===== config.mk =====
export PLATFORM = sky130hd
export DESIGN_NAME = circle_polyline_segment_generator_unit
export DESIGN_NICKNAME = d
export VERILOG_FILES = /design/src/rtl/cpsg_pkg.sv /design/src/rtl/circle_polyline_segment_generator_unit.sv
export SDC_FILE = /design/constraint.sdc
export NUM_CORES = 2
export LEC_CHECK = 0
export BUFFER_PORTS_ARGS = -buffer_cell sky130_fd_sc_hd__buf_2
export CAP_MARGIN = 20
export CELL_PAD_IN_SITES_DETAIL_PLACEMENT = 1
export CELL_PAD_IN_SITES_GLOBAL_PLACEMENT = 1
export CORE_ASPECT_RATIO = 1.1
export CORE_UTILIZATION = 35
export CTS_CLUSTER_DIAMETER = 120
export DETAILED_ROUTE_END_ITERATION = 7
export GPL_TIMING_DRIVEN = 1
export PLACE_DENSITY = 0.63
export SETUP_SLACK_MARGIN = 0.5
export SYNTH_ARGS = -nofsm -noshare
export SYNTH_HDL_FRONTEND = slang
export SYNTH_SLANG_ARGS = --single-unit

===== constraint.sdc =====
create_clock -name clock -period 8.9 [get_ports clock]
set_input_delay 1.335 -clock clock [delete_from_list [all_inputs] [get_ports clock]]
set_output_delay 1.335 -clock clock [all_outputs]
set_load 0.005 [all_outputs]

===== src/rtl/cpsg_pkg.sv =====
// Shared constants, register codes and arithmetic helpers of the circle segment generator.
package cpsg_pkg;

   // Phase, coordinate and rotation precision
   localparam int ANGLE_BITS      = 16;
   localparam int COORD_BITS      = 12;
   localparam int TRIG_ITERATIONS = 16;

   localparam int RADIUS_BITS = COORD_BITS - 1;
   localparam int OUT_BITS    = COORD_BITS + 2;

   // Configuration register fields
   localparam int STEP_COUNT_BITS = 11;
   localparam int ANGLE_INC_BITS  = 16;
   localparam int SEG_LEN_BITS    = 8;
   localparam int MODE_BITS       = 2;
   localparam int CFG_INDEX_BITS  = 3;
   localparam int CFG_DATA_BITS   = 16;

   localparam logic [CFG_INDEX_BITS-1:0] CSR_CENTER_X    = 3'd0;
   localparam logic [CFG_INDEX_BITS-1:0] CSR_CENTER_Y    = 3'd1;
   localparam logic [CFG_INDEX_BITS-1:0] CSR_RADIUS      = 3'd2;
   localparam logic [CFG_INDEX_BITS-1:0] CSR_STEP_MODE   = 3'd3;
   localparam logic [CFG_INDEX_BITS-1:0] CSR_STEP_COUNT  = 3'd4;
   localparam logic [CFG_INDEX_BITS-1:0] CSR_ANGLE_INC   = 3'd5;
   localparam logic [CFG_INDEX_BITS-1:0] CSR_MAX_SEG_LEN = 3'd6;

   localparam logic [MODE_BITS-1:0] MODE_COUNT   = 2'd0;
   localparam logic [MODE_BITS-1:0] MODE_ANGLE   = 2'd1;
   localparam logic [MODE_BITS-1:0] MODE_LENGTH  = 2'd2;
   localparam logic [MODE_BITS-1:0] MODE_DEFAULT = 2'd3;

   // Step computation
   localparam longint unsigned FULL_TURN = 64'd1 << ANGLE_BITS;
   localparam int INV_BITS = 30;
   localparam logic [INV_BITS-1:0] INV_TWO_PI_Q32 = 30'd683565276;
   localparam logic [ANGLE_BITS-1:0] DEFAULT_DELTA =
      ANGLE_BITS'(((FULL_TURN * 64'd683565276) / 64'd100) >> 32);
   localparam logic [STEP_COUNT_BITS-1:0] DEFAULT_COUNT   = 11'd50;
   localparam logic [SEG_LEN_BITS-1:0]    DEFAULT_SEG_LEN = 8'd7;

   // length * turn / (2 pi r) reduces to (length * inv) >> (32 - ANGLE_BITS), divided by r
   localparam int PROD_BITS    = SEG_LEN_BITS + INV_BITS;
   localparam int DVD_BITS     = PROD_BITS - (32 - ANGLE_BITS);
   localparam int DIVISOR_BITS = 11;
   localparam int CNT_BITS     = $clog2(DVD_BITS);

   // Rotation datapath
   localparam int CORDIC_BITS = 32;
   localparam logic signed [CORDIC_BITS-1:0] GAIN_Q30 = 32'sd652032874;
   localparam int MAG_BITS      = 16;
   localparam int PROD_MAG_BITS = MAG_BITS + RADIUS_BITS;
   localparam int OFF_BITS      = PROD_MAG_BITS - 15;

   // Arctangent of 2^-i in units of 2^-32 turn
   function automatic logic signed [CORDIC_BITS-1:0] cordic_atan(input logic [CNT_BITS-1:0] idx);
      logic signed [CORDIC_BITS-1:0] v;
      case (idx)
         5'd0:    v = 32'sh20000000;
         5'd1:    v = 32'sh12E4051E;
         5'd2:    v = 32'sh09FB385B;
         5'd3:    v = 32'sh051111D4;
         5'd4:    v = 32'sh028B0D43;
         5'd5:    v = 32'sh0145D7E1;
         5'd6:    v = 32'sh00A2F61E;
         5'd7:    v = 32'sh00517C55;
         5'd8:    v = 32'sh0028BE53;
         5'd9:    v = 32'sh00145F2F;
         5'd10:   v = 32'sh000A2F98;
         5'd11:   v = 32'sh000517CC;
         5'd12:   v = 32'sh00028BE6;
         5'd13:   v = 32'sh000145F3;
         5'd14:   v = 32'sh0000A2F9;
         5'd15:   v = 32'sh0000517C;
         5'd16:   v = 32'sh000028BE;
         5'd17:   v = 32'sh0000145F;
         5'd18:   v = 32'sh00000A2F;
         5'd19:   v = 32'sh00000517;
         5'd20:   v = 32'sh0000028B;
         5'd21:   v = 32'sh00000145;
         5'd22:   v = 32'sh000000A2;
         5'd23:   v = 32'sh00000051;
         default: v = '0;
      endcase
      return v;
   endfunction

   // Round a Q30 value to Q1.15, clamp to +-1.0, return {sign, magnitude}
   function automatic logic [MAG_BITS:0] round_q15_mag(input logic signed [CORDIC_BITS-1:0] v);
      logic signed [CORDIC_BITS:0] sum;
      logic signed [17:0] rq;
      logic signed [17:0] cl;
      logic [17:0] ab;
      sum = $signed({v[CORDIC_BITS-1], v}) + 33'sd16384;
      rq  = sum[CORDIC_BITS:15];
      if (rq > 18'sd32768) begin
         cl = 18'sd32768;
      end else if (rq < -18'sd32768) begin
         cl = -18'sd32768;
      end else begin
         cl = rq;
      end
      ab = cl[17] ? 18'(-cl) : 18'(cl);
      return {cl[17], ab[MAG_BITS-1:0]};
   endfunction

endpackage


===== src/rtl/circle_polyline_segment_generator_unit.sv =====
// Circle polyline segment generator: step divider, iterative rotation and serial scaling.
//
// Each request word yields one response word holding a chord of a polygon approximating
// the configured circle. A continuing segment runs 16 rotation iterations, a rounding step,
// bit-serial radius scaling (one radius bit per cycle) and the point and output states
// before the next request is taken. A restart (or the first request after a completed turn)
// also recomputes the starting point first, and in step modes 0 and 2 it runs before that
// the one-bit-per-cycle divider that produces the angle step. The response sits in an
// output register, so the next request is taken while a response still waits; the response
// register itself holds only one word. Centre and radius are sampled per request; the step
// mode takes effect only on a restart or on the first request after a completed turn.
module circle_polyline_segment_generator_unit
   import cpsg_pkg::*;
(
   input  logic                             clock,
   input  logic                             reset,
   input  logic                             req_valid,
   output logic                             req_ready,
   input  logic                             req_restart,
   output logic                             rsp_valid,
   input  logic                             rsp_ready,
   output logic signed [OUT_BITS-1:0]       rsp_start_x,
   output logic signed [OUT_BITS-1:0]       rsp_start_y,
   output logic signed [OUT_BITS-1:0]       rsp_end_x,
   output logic signed [OUT_BITS-1:0]       rsp_end_y,
   output logic                             rsp_last,
   input  logic                             csr_wr_en,
   input  logic [CFG_INDEX_BITS-1:0]        csr_index,
   input  logic [CFG_DATA_BITS-1:0]         csr_wdata
);

   localparam logic [2:0] ST_IDLE  = 3'd0;
   localparam logic [2:0] ST_PREP  = 3'd1;
   localparam logic [2:0] ST_DIV   = 3'd2;
   localparam logic [2:0] ST_TRIG  = 3'd3;
   localparam logic [2:0] ST_ROUND = 3'd4;
   localparam logic [2:0] ST_MUL   = 3'd5;
   localparam logic [2:0] ST_POINT = 3'd6;
   localparam logic [2:0] ST_OUT   = 3'd7;

   // Configuration registers
   logic [COORD_BITS-1:0]      center_x_ff, center_y_ff;
   logic [RADIUS_BITS-1:0]     radius_ff;
   logic [MODE_BITS-1:0]       mode_ff;
   logic [STEP_COUNT_BITS-1:0] count_ff;
   logic [ANGLE_INC_BITS-1:0]  incr_ff;
   logic [SEG_LEN_BITS-1:0]    seglen_ff;

   // Control state
   logic [2:0]            state_ff, state_in;
   logic [CNT_BITS-1:0]   cnt_ff, cnt_in;
   logic                  turn_done_ff, turn_done_in;
   logic                  start_pass_ff, start_pass_in;
   logic [ANGLE_BITS:0]   angle_ff, angle_in;
   logic [ANGLE_BITS-1:0] delta_ff, delta_in;
   logic                  rsp_valid_ff, rsp_valid_in;

   // Datapath registers
   logic [DVD_BITS-1:0]               dvd_ff, dvd_in;
   logic [DIVISOR_BITS-1:0]           div_ff, div_in;
   logic [DIVISOR_BITS-1:0]           rem_ff, rem_in;
   logic signed [CORDIC_BITS-1:0]     x_ff, x_in, y_ff, y_in, z_ff, z_in;
   logic [1:0]                        quad_ff, quad_in;
   logic [PROD_MAG_BITS-1:0]          mcx_ff, mcx_in, mcy_ff, mcy_in;
   logic [PROD_MAG_BITS-1:0]          accx_ff, accx_in, accy_ff, accy_in;
   logic                              sgnx_ff, sgnx_in, sgny_ff, sgny_in;
   logic [RADIUS_BITS-1:0]            rad_ff, rad_in;
   logic [OUT_BITS-1:0]               prev_x_ff, prev_x_in, prev_y_ff, prev_y_in;
   logic [OUT_BITS-1:0]               end_x_ff, end_x_in, end_y_ff, end_y_in;
   logic [OUT_BITS-1:0]               ox0_ff, ox0_in, oy0_ff, oy0_in;
   logic [OUT_BITS-1:0]               ox1_ff, ox1_in, oy1_ff, oy1_in;
   logic                              olast_ff, olast_in;

   // Combinational helpers
   logic [STEP_COUNT_BITS-1:0] count_eff;
   logic [SEG_LEN_BITS-1:0]    seglen_eff;
   logic [RADIUS_BITS-1:0]     radius_div;
   logic [PROD_BITS-1:0]       seg_prod;
   logic [DIVISOR_BITS:0]      trial, trial_diff;
   logic                       qbit;
   logic [DVD_BITS-1:0]        quot_next;
   logic [ANGLE_BITS-1:0]      quot_sat;
   logic [ANGLE_BITS:0]        angle_sum;
   logic [MAG_BITS:0]          cos_rm, sin_rm;
   logic [MAG_BITS-1:0]        magx, magy;
   logic                       signx, signy;
   logic [OFF_BITS-1:0]        offx, offy;
   logic [OUT_BITS-1:0]        offx_ext, offy_ext, pt_x, pt_y;
   logic                       trig_load;
   logic [ANGLE_BITS-1:0]      trig_angle;
   logic                       out_load;

   assign req_ready   = (state_ff == ST_IDLE);
   assign rsp_valid   = rsp_valid_ff;
   assign rsp_start_x = ox0_ff;
   assign rsp_start_y = oy0_ff;
   assign rsp_end_x   = ox1_ff;
   assign rsp_end_y   = oy1_ff;
   assign rsp_last    = olast_ff;

   // Step operands with zero substitutes
   assign count_eff  = (count_ff == '0) ? DEFAULT_COUNT : count_ff;
   assign seglen_eff = (seglen_ff == '0) ? DEFAULT_SEG_LEN : seglen_ff;
   assign radius_div = (radius_ff == '0) ? RADIUS_BITS'(1) : radius_ff;
   assign seg_prod   = PROD_BITS'(seglen_eff) * PROD_BITS'(INV_TWO_PI_Q32);

   // Restoring divider, one quotient bit per cycle
   assign trial      = {rem_ff, dvd_ff[DVD_BITS-1]};
   assign trial_diff = trial - {1'b0, div_ff};
   assign qbit       = (trial >= {1'b0, div_ff});
   assign quot_next  = {dvd_ff[DVD_BITS-2:0], qbit};

   always_comb begin
      if (quot_next == '0) begin
         quot_sat = ANGLE_BITS'(1);
      end else if (|quot_next[DVD_BITS-1:ANGLE_BITS]) begin
         quot_sat = '1;
      end else begin
         quot_sat = quot_next[ANGLE_BITS-1:0];
      end
   end

   assign angle_sum = angle_ff + {1'b0, delta_ff};

   // Rounded rotation result folded into the octant-free quadrant
   assign cos_rm = round_q15_mag(x_ff);
   assign sin_rm = round_q15_mag(y_ff);

   always_comb begin
      case (quad_ff)
         2'd0: begin
            magx = cos_rm[MAG_BITS-1:0]; signx = cos_rm[MAG_BITS];
            magy = sin_rm[MAG_BITS-1:0]; signy = sin_rm[MAG_BITS];
         end
         2'd1: begin
            magx = sin_rm[MAG_BITS-1:0]; signx = ~sin_rm[MAG_BITS];
            magy = cos_rm[MAG_BITS-1:0]; signy = cos_rm[MAG_BITS];
         end
         2'd2: begin
            magx = cos_rm[MAG_BITS-1:0]; signx = ~cos_rm[MAG_BITS];
            magy = sin_rm[MAG_BITS-1:0]; signy = ~sin_rm[MAG_BITS];
         end
         default: begin
            magx = sin_rm[MAG_BITS-1:0]; signx = sin_rm[MAG_BITS];
            magy = cos_rm[MAG_BITS-1:0]; signy = ~cos_rm[MAG_BITS];
         end
      endcase
   end

   // Point = centre +- (radius * |trig|) >> 15, truncated toward zero
   assign offx     = accx_ff[PROD_MAG_BITS-1:15];
   assign offy     = accy_ff[PROD_MAG_BITS-1:15];
   assign offx_ext = OUT_BITS'(offx);
   assign offy_ext = OUT_BITS'(offy);
   assign pt_x = OUT_BITS'(center_x_ff) + (sgnx_ff ? (~offx_ext + OUT_BITS'(1)) : offx_ext);
   assign pt_y = OUT_BITS'(center_y_ff) + (sgny_ff ? (~offy_ext + OUT_BITS'(1)) : offy_ext);

   assign out_load = (state_ff == ST_OUT) && (!rsp_valid_ff || rsp_ready);

   // Sequencer and datapath next state
   always_comb begin
      state_in      = state_ff;
      cnt_in        = cnt_ff;
      turn_done_in  = turn_done_ff;
      start_pass_in = start_pass_ff;
      angle_in      = angle_ff;
      delta_in      = delta_ff;
      rsp_valid_in  = rsp_valid_ff && !rsp_ready;
      dvd_in        = dvd_ff;
      div_in        = div_ff;
      rem_in        = rem_ff;
      x_in          = x_ff;
      y_in          = y_ff;
      z_in          = z_ff;
      quad_in       = quad_ff;
      mcx_in        = mcx_ff;
      mcy_in        = mcy_ff;
      accx_in       = accx_ff;
      accy_in       = accy_ff;
      sgnx_in       = sgnx_ff;
      sgny_in       = sgny_ff;
      rad_in        = rad_ff;
      prev_x_in     = prev_x_ff;
      prev_y_in     = prev_y_ff;
      end_x_in      = end_x_ff;
      end_y_in      = end_y_ff;
      ox0_in        = ox0_ff;
      oy0_in        = oy0_ff;
      ox1_in        = ox1_ff;
      oy1_in        = oy1_ff;
      olast_in      = olast_ff;
      trig_load     = 1'b0;
      trig_angle    = '0;

      case (state_ff)
         ST_IDLE: begin
            if (req_valid) begin
               if (req_restart || turn_done_ff) begin
                  state_in = ST_PREP;
               end else begin
                  angle_in      = angle_sum;
                  trig_load     = 1'b1;
                  trig_angle    = angle_sum[ANGLE_BITS-1:0];
                  start_pass_in = 1'b0;
                  state_in      = ST_TRIG;
               end
            end
         end
         ST_PREP: begin
            // Latch the step, dividing where the mode needs it
            rem_in = '0;
            cnt_in = '0;
            case (mode_ff)
               MODE_COUNT: begin
                  dvd_in   = DVD_BITS'(FULL_TURN);
                  div_in   = DIVISOR_BITS'(count_eff);
                  state_in = ST_DIV;
               end
               MODE_LENGTH: begin
                  dvd_in   = seg_prod[PROD_BITS-1:PROD_BITS-DVD_BITS];
                  div_in   = DIVISOR_BITS'(radius_div);
                  state_in = ST_DIV;
               end
               MODE_ANGLE: begin
                  delta_in      = (incr_ff == '0) ? DEFAULT_DELTA : ANGLE_BITS'(incr_ff);
                  trig_load     = 1'b1;
                  start_pass_in = 1'b1;
                  state_in      = ST_TRIG;
               end
               default: begin
                  delta_in      = DEFAULT_DELTA;
                  trig_load     = 1'b1;
                  start_pass_in = 1'b1;
                  state_in      = ST_TRIG;
               end
            endcase
         end
         ST_DIV: begin
            rem_in = qbit ? trial_diff[DIVISOR_BITS-1:0] : trial[DIVISOR_BITS-1:0];
            dvd_in = quot_next;
            cnt_in = cnt_ff + CNT_BITS'(1);
            if (cnt_ff == CNT_BITS'(DVD_BITS - 1)) begin
               delta_in      = quot_sat;
               trig_load     = 1'b1;
               start_pass_in = 1'b1;
               state_in      = ST_TRIG;
            end
         end
         ST_TRIG: begin
            // One rotation iteration per cycle
            if (!z_ff[CORDIC_BITS-1]) begin
               x_in = x_ff - (y_ff >>> cnt_ff);
               y_in = y_ff + (x_ff >>> cnt_ff);
               z_in = z_ff - cordic_atan(cnt_ff);
            end else begin
               x_in = x_ff + (y_ff >>> cnt_ff);
               y_in = y_ff - (x_ff >>> cnt_ff);
               z_in = z_ff + cordic_atan(cnt_ff);
            end
            cnt_in = cnt_ff + CNT_BITS'(1);
            if (cnt_ff == CNT_BITS'(TRIG_ITERATIONS - 1)) begin
               state_in = ST_ROUND;
            end
         end
         ST_ROUND: begin
            mcx_in   = PROD_MAG_BITS'(magx);
            mcy_in   = PROD_MAG_BITS'(magy);
            sgnx_in  = signx;
            sgny_in  = signy;
            accx_in  = '0;
            accy_in  = '0;
            rad_in   = radius_ff;
            cnt_in   = '0;
            state_in = ST_MUL;
         end
         ST_MUL: begin
            // Shift-add over the radius bits, LSB first
            accx_in = accx_ff + (rad_ff[0] ? mcx_ff : '0);
            accy_in = accy_ff + (rad_ff[0] ? mcy_ff : '0);
            mcx_in  = mcx_ff << 1;
            mcy_in  = mcy_ff << 1;
            rad_in  = rad_ff >> 1;
            cnt_in  = cnt_ff + CNT_BITS'(1);
            if (cnt_ff == CNT_BITS'(RADIUS_BITS - 1)) begin
               state_in = ST_POINT;
            end
         end
         ST_POINT: begin
            if (start_pass_ff) begin
               // Start point done; rotate to the first step
               prev_x_in     = pt_x;
               prev_y_in     = pt_y;
               angle_in      = {1'b0, delta_ff};
               trig_load     = 1'b1;
               trig_angle    = delta_ff;
               start_pass_in = 1'b0;
               state_in      = ST_TRIG;
            end else begin
               end_x_in = pt_x;
               end_y_in = pt_y;
               state_in = ST_OUT;
            end
         end
         ST_OUT: begin
            if (out_load) begin
               ox0_in       = prev_x_ff;
               oy0_in       = prev_y_ff;
               ox1_in       = end_x_ff;
               oy1_in       = end_y_ff;
               olast_in     = angle_ff[ANGLE_BITS];
               rsp_valid_in = 1'b1;
               prev_x_in    = end_x_ff;
               prev_y_in    = end_y_ff;
               turn_done_in = angle_ff[ANGLE_BITS];
               state_in     = ST_IDLE;
            end
         end
         default: begin
            state_in = ST_IDLE;
         end
      endcase

      // Rotation unit load: quadrant from the top bits, residual phase below
      if (trig_load) begin
         x_in    = GAIN_Q30;
         y_in    = '0;
         z_in    = $signed({2'b00, trig_angle[ANGLE_BITS-3:0], {(32 - ANGLE_BITS){1'b0}}});
         quad_in = trig_angle[ANGLE_BITS-1:ANGLE_BITS-2];
         cnt_in  = '0;
      end
   end

   // Configuration writes
   always_ff @(posedge clock) begin
      if (reset) begin
         center_x_ff <= '0;
         center_y_ff <= '0;
         radius_ff   <= RADIUS_BITS'(64);
         mode_ff     <= MODE_COUNT;
         count_ff    <= DEFAULT_COUNT;
         incr_ff     <= ANGLE_INC_BITS'(104);
         seglen_ff   <= DEFAULT_SEG_LEN;
      end else if (csr_wr_en) begin
         case (csr_index)
            CSR_CENTER_X:    center_x_ff <= csr_wdata[COORD_BITS-1:0];
            CSR_CENTER_Y:    center_y_ff <= csr_wdata[COORD_BITS-1:0];
            CSR_RADIUS:      radius_ff   <= csr_wdata[RADIUS_BITS-1:0];
            CSR_STEP_MODE:   mode_ff     <= csr_wdata[MODE_BITS-1:0];
            CSR_STEP_COUNT:  count_ff    <= csr_wdata[STEP_COUNT_BITS-1:0];
            CSR_ANGLE_INC:   incr_ff     <= csr_wdata[ANGLE_INC_BITS-1:0];
            CSR_MAX_SEG_LEN: seglen_ff   <= csr_wdata[SEG_LEN_BITS-1:0];
            default: ;
         endcase
      end
   end

   // Control registers
   always_ff @(posedge clock) begin
      if (reset) begin
         state_ff      <= ST_IDLE;
         cnt_ff        <= '0;
         turn_done_ff  <= 1'b1;
         start_pass_ff <= 1'b0;
         angle_ff      <= '0;
         delta_ff      <= DEFAULT_DELTA;
         rsp_valid_ff  <= 1'b0;
         prev_x_ff     <= '0;
         prev_y_ff     <= '0;
      end else begin
         state_ff      <= state_in;
         cnt_ff        <= cnt_in;
         turn_done_ff  <= turn_done_in;
         start_pass_ff <= start_pass_in;
         angle_ff      <= angle_in;
         delta_ff      <= delta_in;
         rsp_valid_ff  <= rsp_valid_in;
         prev_x_ff     <= prev_x_in;
         prev_y_ff     <= prev_y_in;
      end
   end

   // Datapath registers
   always_ff @(posedge clock) begin
      dvd_ff   <= dvd_in;
      div_ff   <= div_in;
      rem_ff   <= rem_in;
      x_ff     <= x_in;
      y_ff     <= y_in;
      z_ff     <= z_in;
      quad_ff  <= quad_in;
      mcx_ff   <= mcx_in;
      mcy_ff   <= mcy_in;
      accx_ff  <= accx_in;
      accy_ff  <= accy_in;
      sgnx_ff  <= sgnx_in;
      sgny_ff  <= sgny_in;
      rad_ff   <= rad_in;
      end_x_ff <= end_x_in;
      end_y_ff <= end_y_in;
      ox0_ff   <= ox0_in;
      oy0_ff   <= oy0_in;
      ox1_ff   <= ox1_in;
      oy1_ff   <= oy1_in;
      olast_ff <= olast_in;
   end

   // Checks
   a_fresh_start: assert property (@(posedge clock) disable iff (reset)
      (req_valid && req_ready && (req_restart || turn_done_ff)) |=> (state_ff == ST_PREP))
      else $error("fresh start did not enter step preparation");

   a_div_rem: assert property (@(posedge clock) disable iff (reset)
      (state_ff == ST_DIV) |-> (rem_ff < div_ff))
      else $error("divider remainder not below divisor");

   a_delta_nonzero: assert property (@(posedge clock) disable iff (reset)
      (state_ff == ST_TRIG) |-> (delta_ff != '0))
      else $error("angle step is zero");

   a_last_done: assert property (@(posedge clock) disable iff (reset)
      out_load |=> (rsp_valid_ff && (turn_done_ff == olast_ff)))
      else $error("turn flag and last flag disagree");

endmodule

==> results.json <==
{
  "ys_warn_count": 0,
  "synth-seq-area-share": 0.316,
  "fin_skew_ns": 0.0338,
  "p_leak_nw": 18.5,
  "synth.distinct_cells": 101,
  "syn_nets": 5184,
  "regArea_um2": 13100,
  "r2r_start": "seglen_ff[6]$_SDFFE_PP0P_",
  "grt_usage": 0.223,
  "seq_power_share": 0.231,
  "final.min_clock_period_ns": 7.06,
  "antenna_left": 0,
  "clkTransAtPathRegs_ns": 0.06,
  "path_delay_family": "adder cells",
  "sw_frac_of_total": 0.466,
  "clock_path_buffers": 3,
  "hold_depth": 0,
  "synth_seq_cells": 522,
  "crit_top_cell": "fa_1",
  "r2r_slack_ns": 1.84,
  "cts_setup_buffers": 0,
  "status": "finished, final reports clean",
  "power_frac_clock": 0.182,
  "syn_area_um2": 41500,
  "critPathMaxStageDelay_ns": 0.63,
  "antenna_found_initial": 3,
  "hold_buffers": 0,
  "rsz0062_at_grt": "no",
  "synth_top_area_share": 0.192,
  "dpl_worst_slack_ns": 1.79,
  "reg2reg_to": "dvd_ff[21]$_DFFE_PP_",
  "cp_slowest_cell": "o21ai_0",
  "portBuffers": 83,
  "async_reset_ff_frac": 0,
  "dp.cells": 6228,
  "worstHoldPathType": "reg2reg",
  "wirelength_um": 136000,
  "grt_overflow": 0,
  "vias": 36500,
  "post_route_cells_drive_above_1_share": 0.0920,
  "max_freq_ghz": 0.142,
  "cp_max_fo": 7,
  "die_w_um": 330,
  "avgSynthCellArea_um2": 8.65,
  "nets": 5139,
  "dr.pass1.iters": 5,
  "setup_tns_ns": 0,
  "syn2layout_area_growth_pct": 9.93,
  "critPathArrivalTime_ns": 7.58,
  "fp.dieH_um": 363,
  "synth_edf_count": 266,
  "root_buffer": "clkbuf_16",
  "min_from": "prev_y_ff[0]$_SDFFE_PP0P_",
  "via_per_inst": 5.75,
  "synth_top_area_cell": "edfxtp_1",
  "start_util": 0.353,
  "fin_crit_sh": 0.793,
  "slew_violations": 0,
  "reg2reg_depth": 23,
  "crit_buf_inv": 3,
  "htreeDepth": 3,
  "holdPathEnd": "rsp_start_y[0]$_DFFE_PP_",
  "comb_power_share": 0.586,
  "nFillCells": 13800,
  "synthFlopType": "edfxtp_1",
  "die-area_um2": 120000,
  "crit_path_start_kind": "flop",
  "fin_ws_ns": 1.84,
  "netSwitchingPower_mw": 7.33,
  "clock_latency_ns": 0.67,
  "grt_max_degree": 78,
  "ir_drop_mv": 0.149,
  "clock_sinks": 522,
  "ys_top_cells_by_area": "edfxtp_1 19%, dfxtp_1 12%, ha_1 9.1%, nand2_1 5.5%, a21oi_1 5.2%",
  "cp.required_ns": 9.43,
  "path_class": "reg2reg",
  "place.gp.congestion": 0.945,
  "power_density_nw_per_um2": 345,
  "end_kind": "flop",
  "grt_first_pass_wirelength_um": 213000,
  "cts_buffers": 67,
  "first_iter_violations": 2524,
  "hold_viol_final": 0,
  "synthCells": 4804,
  "fin_hold_ws_ns": 0.431,
  "cp_cell_sequence": "inv_1, ha_1, nand3_1, nor3_1, nor2_1, fa_1, inv_1, fa_1, fa_1, inv_1, fa_1, ha_1, a211oi_1, o211ai_1, o211a_1, o21ai_0, o211ai_1, nand3_1, nand2_1, a41oi_1, a21oi_1, or4_1, nand3_1",
  "grt_pass1_vias": 37100,
  "rows": 132,
  "stdcell_count": 6357,
  "maxCapViolCount": 0,
  "core_area_um2": 118000,
  "io_pins": 84,
  "tightest_slew_ns": 1.15,
  "hpwl_um": 101000,
  "setup_viol": 0,
  "multiInputGateArea_um2": 26600,
  "cts_tree": "built",
  "route.detailed.drc": 0,
  "intPower_mw": 8.40,
  "wl_per_cell_um": 21.3,
  "cts_resized": 0,
  "maxSlewHeadroom": 0.232
}
## placed cells by master (no fill, tap or decap), types with 18 or more instances in the layout
cell	count
o21bai_1	28
mux2i_1	82
a22oi_1	30
buf_2	82
mux2_2	26
fa_1	53
a211oi_1	35
inv_1	212
buf_4	65
a311oi_1	26
nand4_1	31
a211o_1	18
a21o_1	85
nand3_1	118
o31ai_1	25
ha_1	302
nor4_1	34
o22ai_1	27
nand2b_1	51
and2_1	74
nor2b_1	37
and3_1	66
o211ai_1	40
xor2_1	139
xnor2_1	180
dfxtp_1	249
edfxtp_1	266
o21a_1	34
mux4_2	83
nor2_1	392
o21ai_0	257
nor3_1	107
a21oi_1	431
clkbuf_16	70
or3_1	38
nand2_1	606
a31oi_1	63
## worst max path at each step
stage | depth (start not counted) | endpoint | slack, ns | start
3_3_place_gp | 23 | dvd_ff[21]$_DFFE_PP_ | 1.97 | seglen_ff[6]$_SDFFE_PP0P_
6_report | 23 | dvd_ff[21]$_DFFE_PP_ | 1.84 | seglen_ff[6]$_SDFFE_PP0P_
2_1_floorplan | 7 | state_ff[2]$_SDFFE_PP0P_ | 2.35 | state_ff[2]$_SDFFE_PP0P_
4_1_cts | 23 | dvd_ff[21]$_DFFE_PP_ | 1.78 | seglen_ff[6]$_SDFFE_PP0P_
5_1_grt | 23 | dvd_ff[21]$_DFFE_PP_ | 1.28 | seglen_ff[6]$_SDFFE_PP0P_
3_5_place_dp | 23 | dvd_ff[21]$_DFFE_PP_ | 1.79 | seglen_ff[6]$_SDFFE_PP0P_
## worst register-to-register path, delay by kind of cell, from the launching register on
family	cells	cell delay [ns]
AOI/OAI and AO/OA	7	2.17
and+or+nand+nor	7	1.65
adders and majority gates	6	2.39
DFF	1	0.40
buffers and inverters	3	0.33
## flip-flops by register name, summed over array words and instances, names as in the netlist, 22 cells and up, named ones only
signal,cells
accx_ff,27
accy_ff,27
dvd_ff,22
mcx_ff,27
mcy_ff,27
x_ff,32
y_ff,32
z_ff,32
## synth_stat cells (all sizes together) (39+ instances only)
cell	number
nand2	607
a21oi	436
nor2	398
ha	302
edfxtp	266
o21ai	262
dfxtp	256
inv	214
clkbuf	196
xnor2	180
xor2	139
nand3	119
nor3	113
a21o	85
mux2i	84
mux4	83
and2	76
and3	67
buf	67
a31oi	63
fa	53
nand2b	51
o211ai	40
or3	39
## per-stage QoR
step                      power (mW)   util  instance area (µm²)
after floorplan                 10.4      -                41500
after global placement          12.7  0.368                43300
after detailed placement        12.8  0.368                43300
after CTS                       15.7  0.388                45600
after global routing            16.9  0.388                45700
final                           15.7  0.388                45700
## metal layers
metal	vias to the layer above	wire length, µm	GRT usage
met3	201	6160	0.0278
met1	18100	63500	0.305
met2	825	62700	0.368
li1	17400	-	-
met4	2	3350	0.0637
met5	-	13	0
## layout make-up
cell class              count  share of cell area
inverters                 220              0.0181
flip-flops and latches    522               0.287
repair buffers            149              0.0202
diodes                      2            0.000110
well taps                1541              0.0422
clock inverters            34             0.00901
clock buffers              90              0.0415
multi-input cells        3799               0.581
## cells by family (layout without fill, tap and decap cells)
kind of cell | after synthesis | in the layout | share of synthesized area
AOI/OAI and AO/OA | 1284 | 1284 | 0.196
xor gates and xnor gates | 319 | 319 | 0.0673
adders and majority gates | 355 | 355 | 0.116
buffers and inverters | 483 | 493 | 0.0470
DFF | 522 | 522 | 0.316
muxes | 194 | 194 | 0.0730
other | 0 | 2 | 0
and+or+nand+nor | 1647 | 1647 | 0.184
## power by group through the flow
stage	Clock (mW)	Combinational, mW	Sequential [mW]
final	2.87	9.23	3.64
after global routing	3.02	10.2	3.69
after CTS	2.94	9.19	3.62
after detailed placement	0	9.11	3.67
after global placement	0	9.00	3.66
after floorplan	0	7.16	3.22
Note: power is estimated with default switching activity, not from simulation.
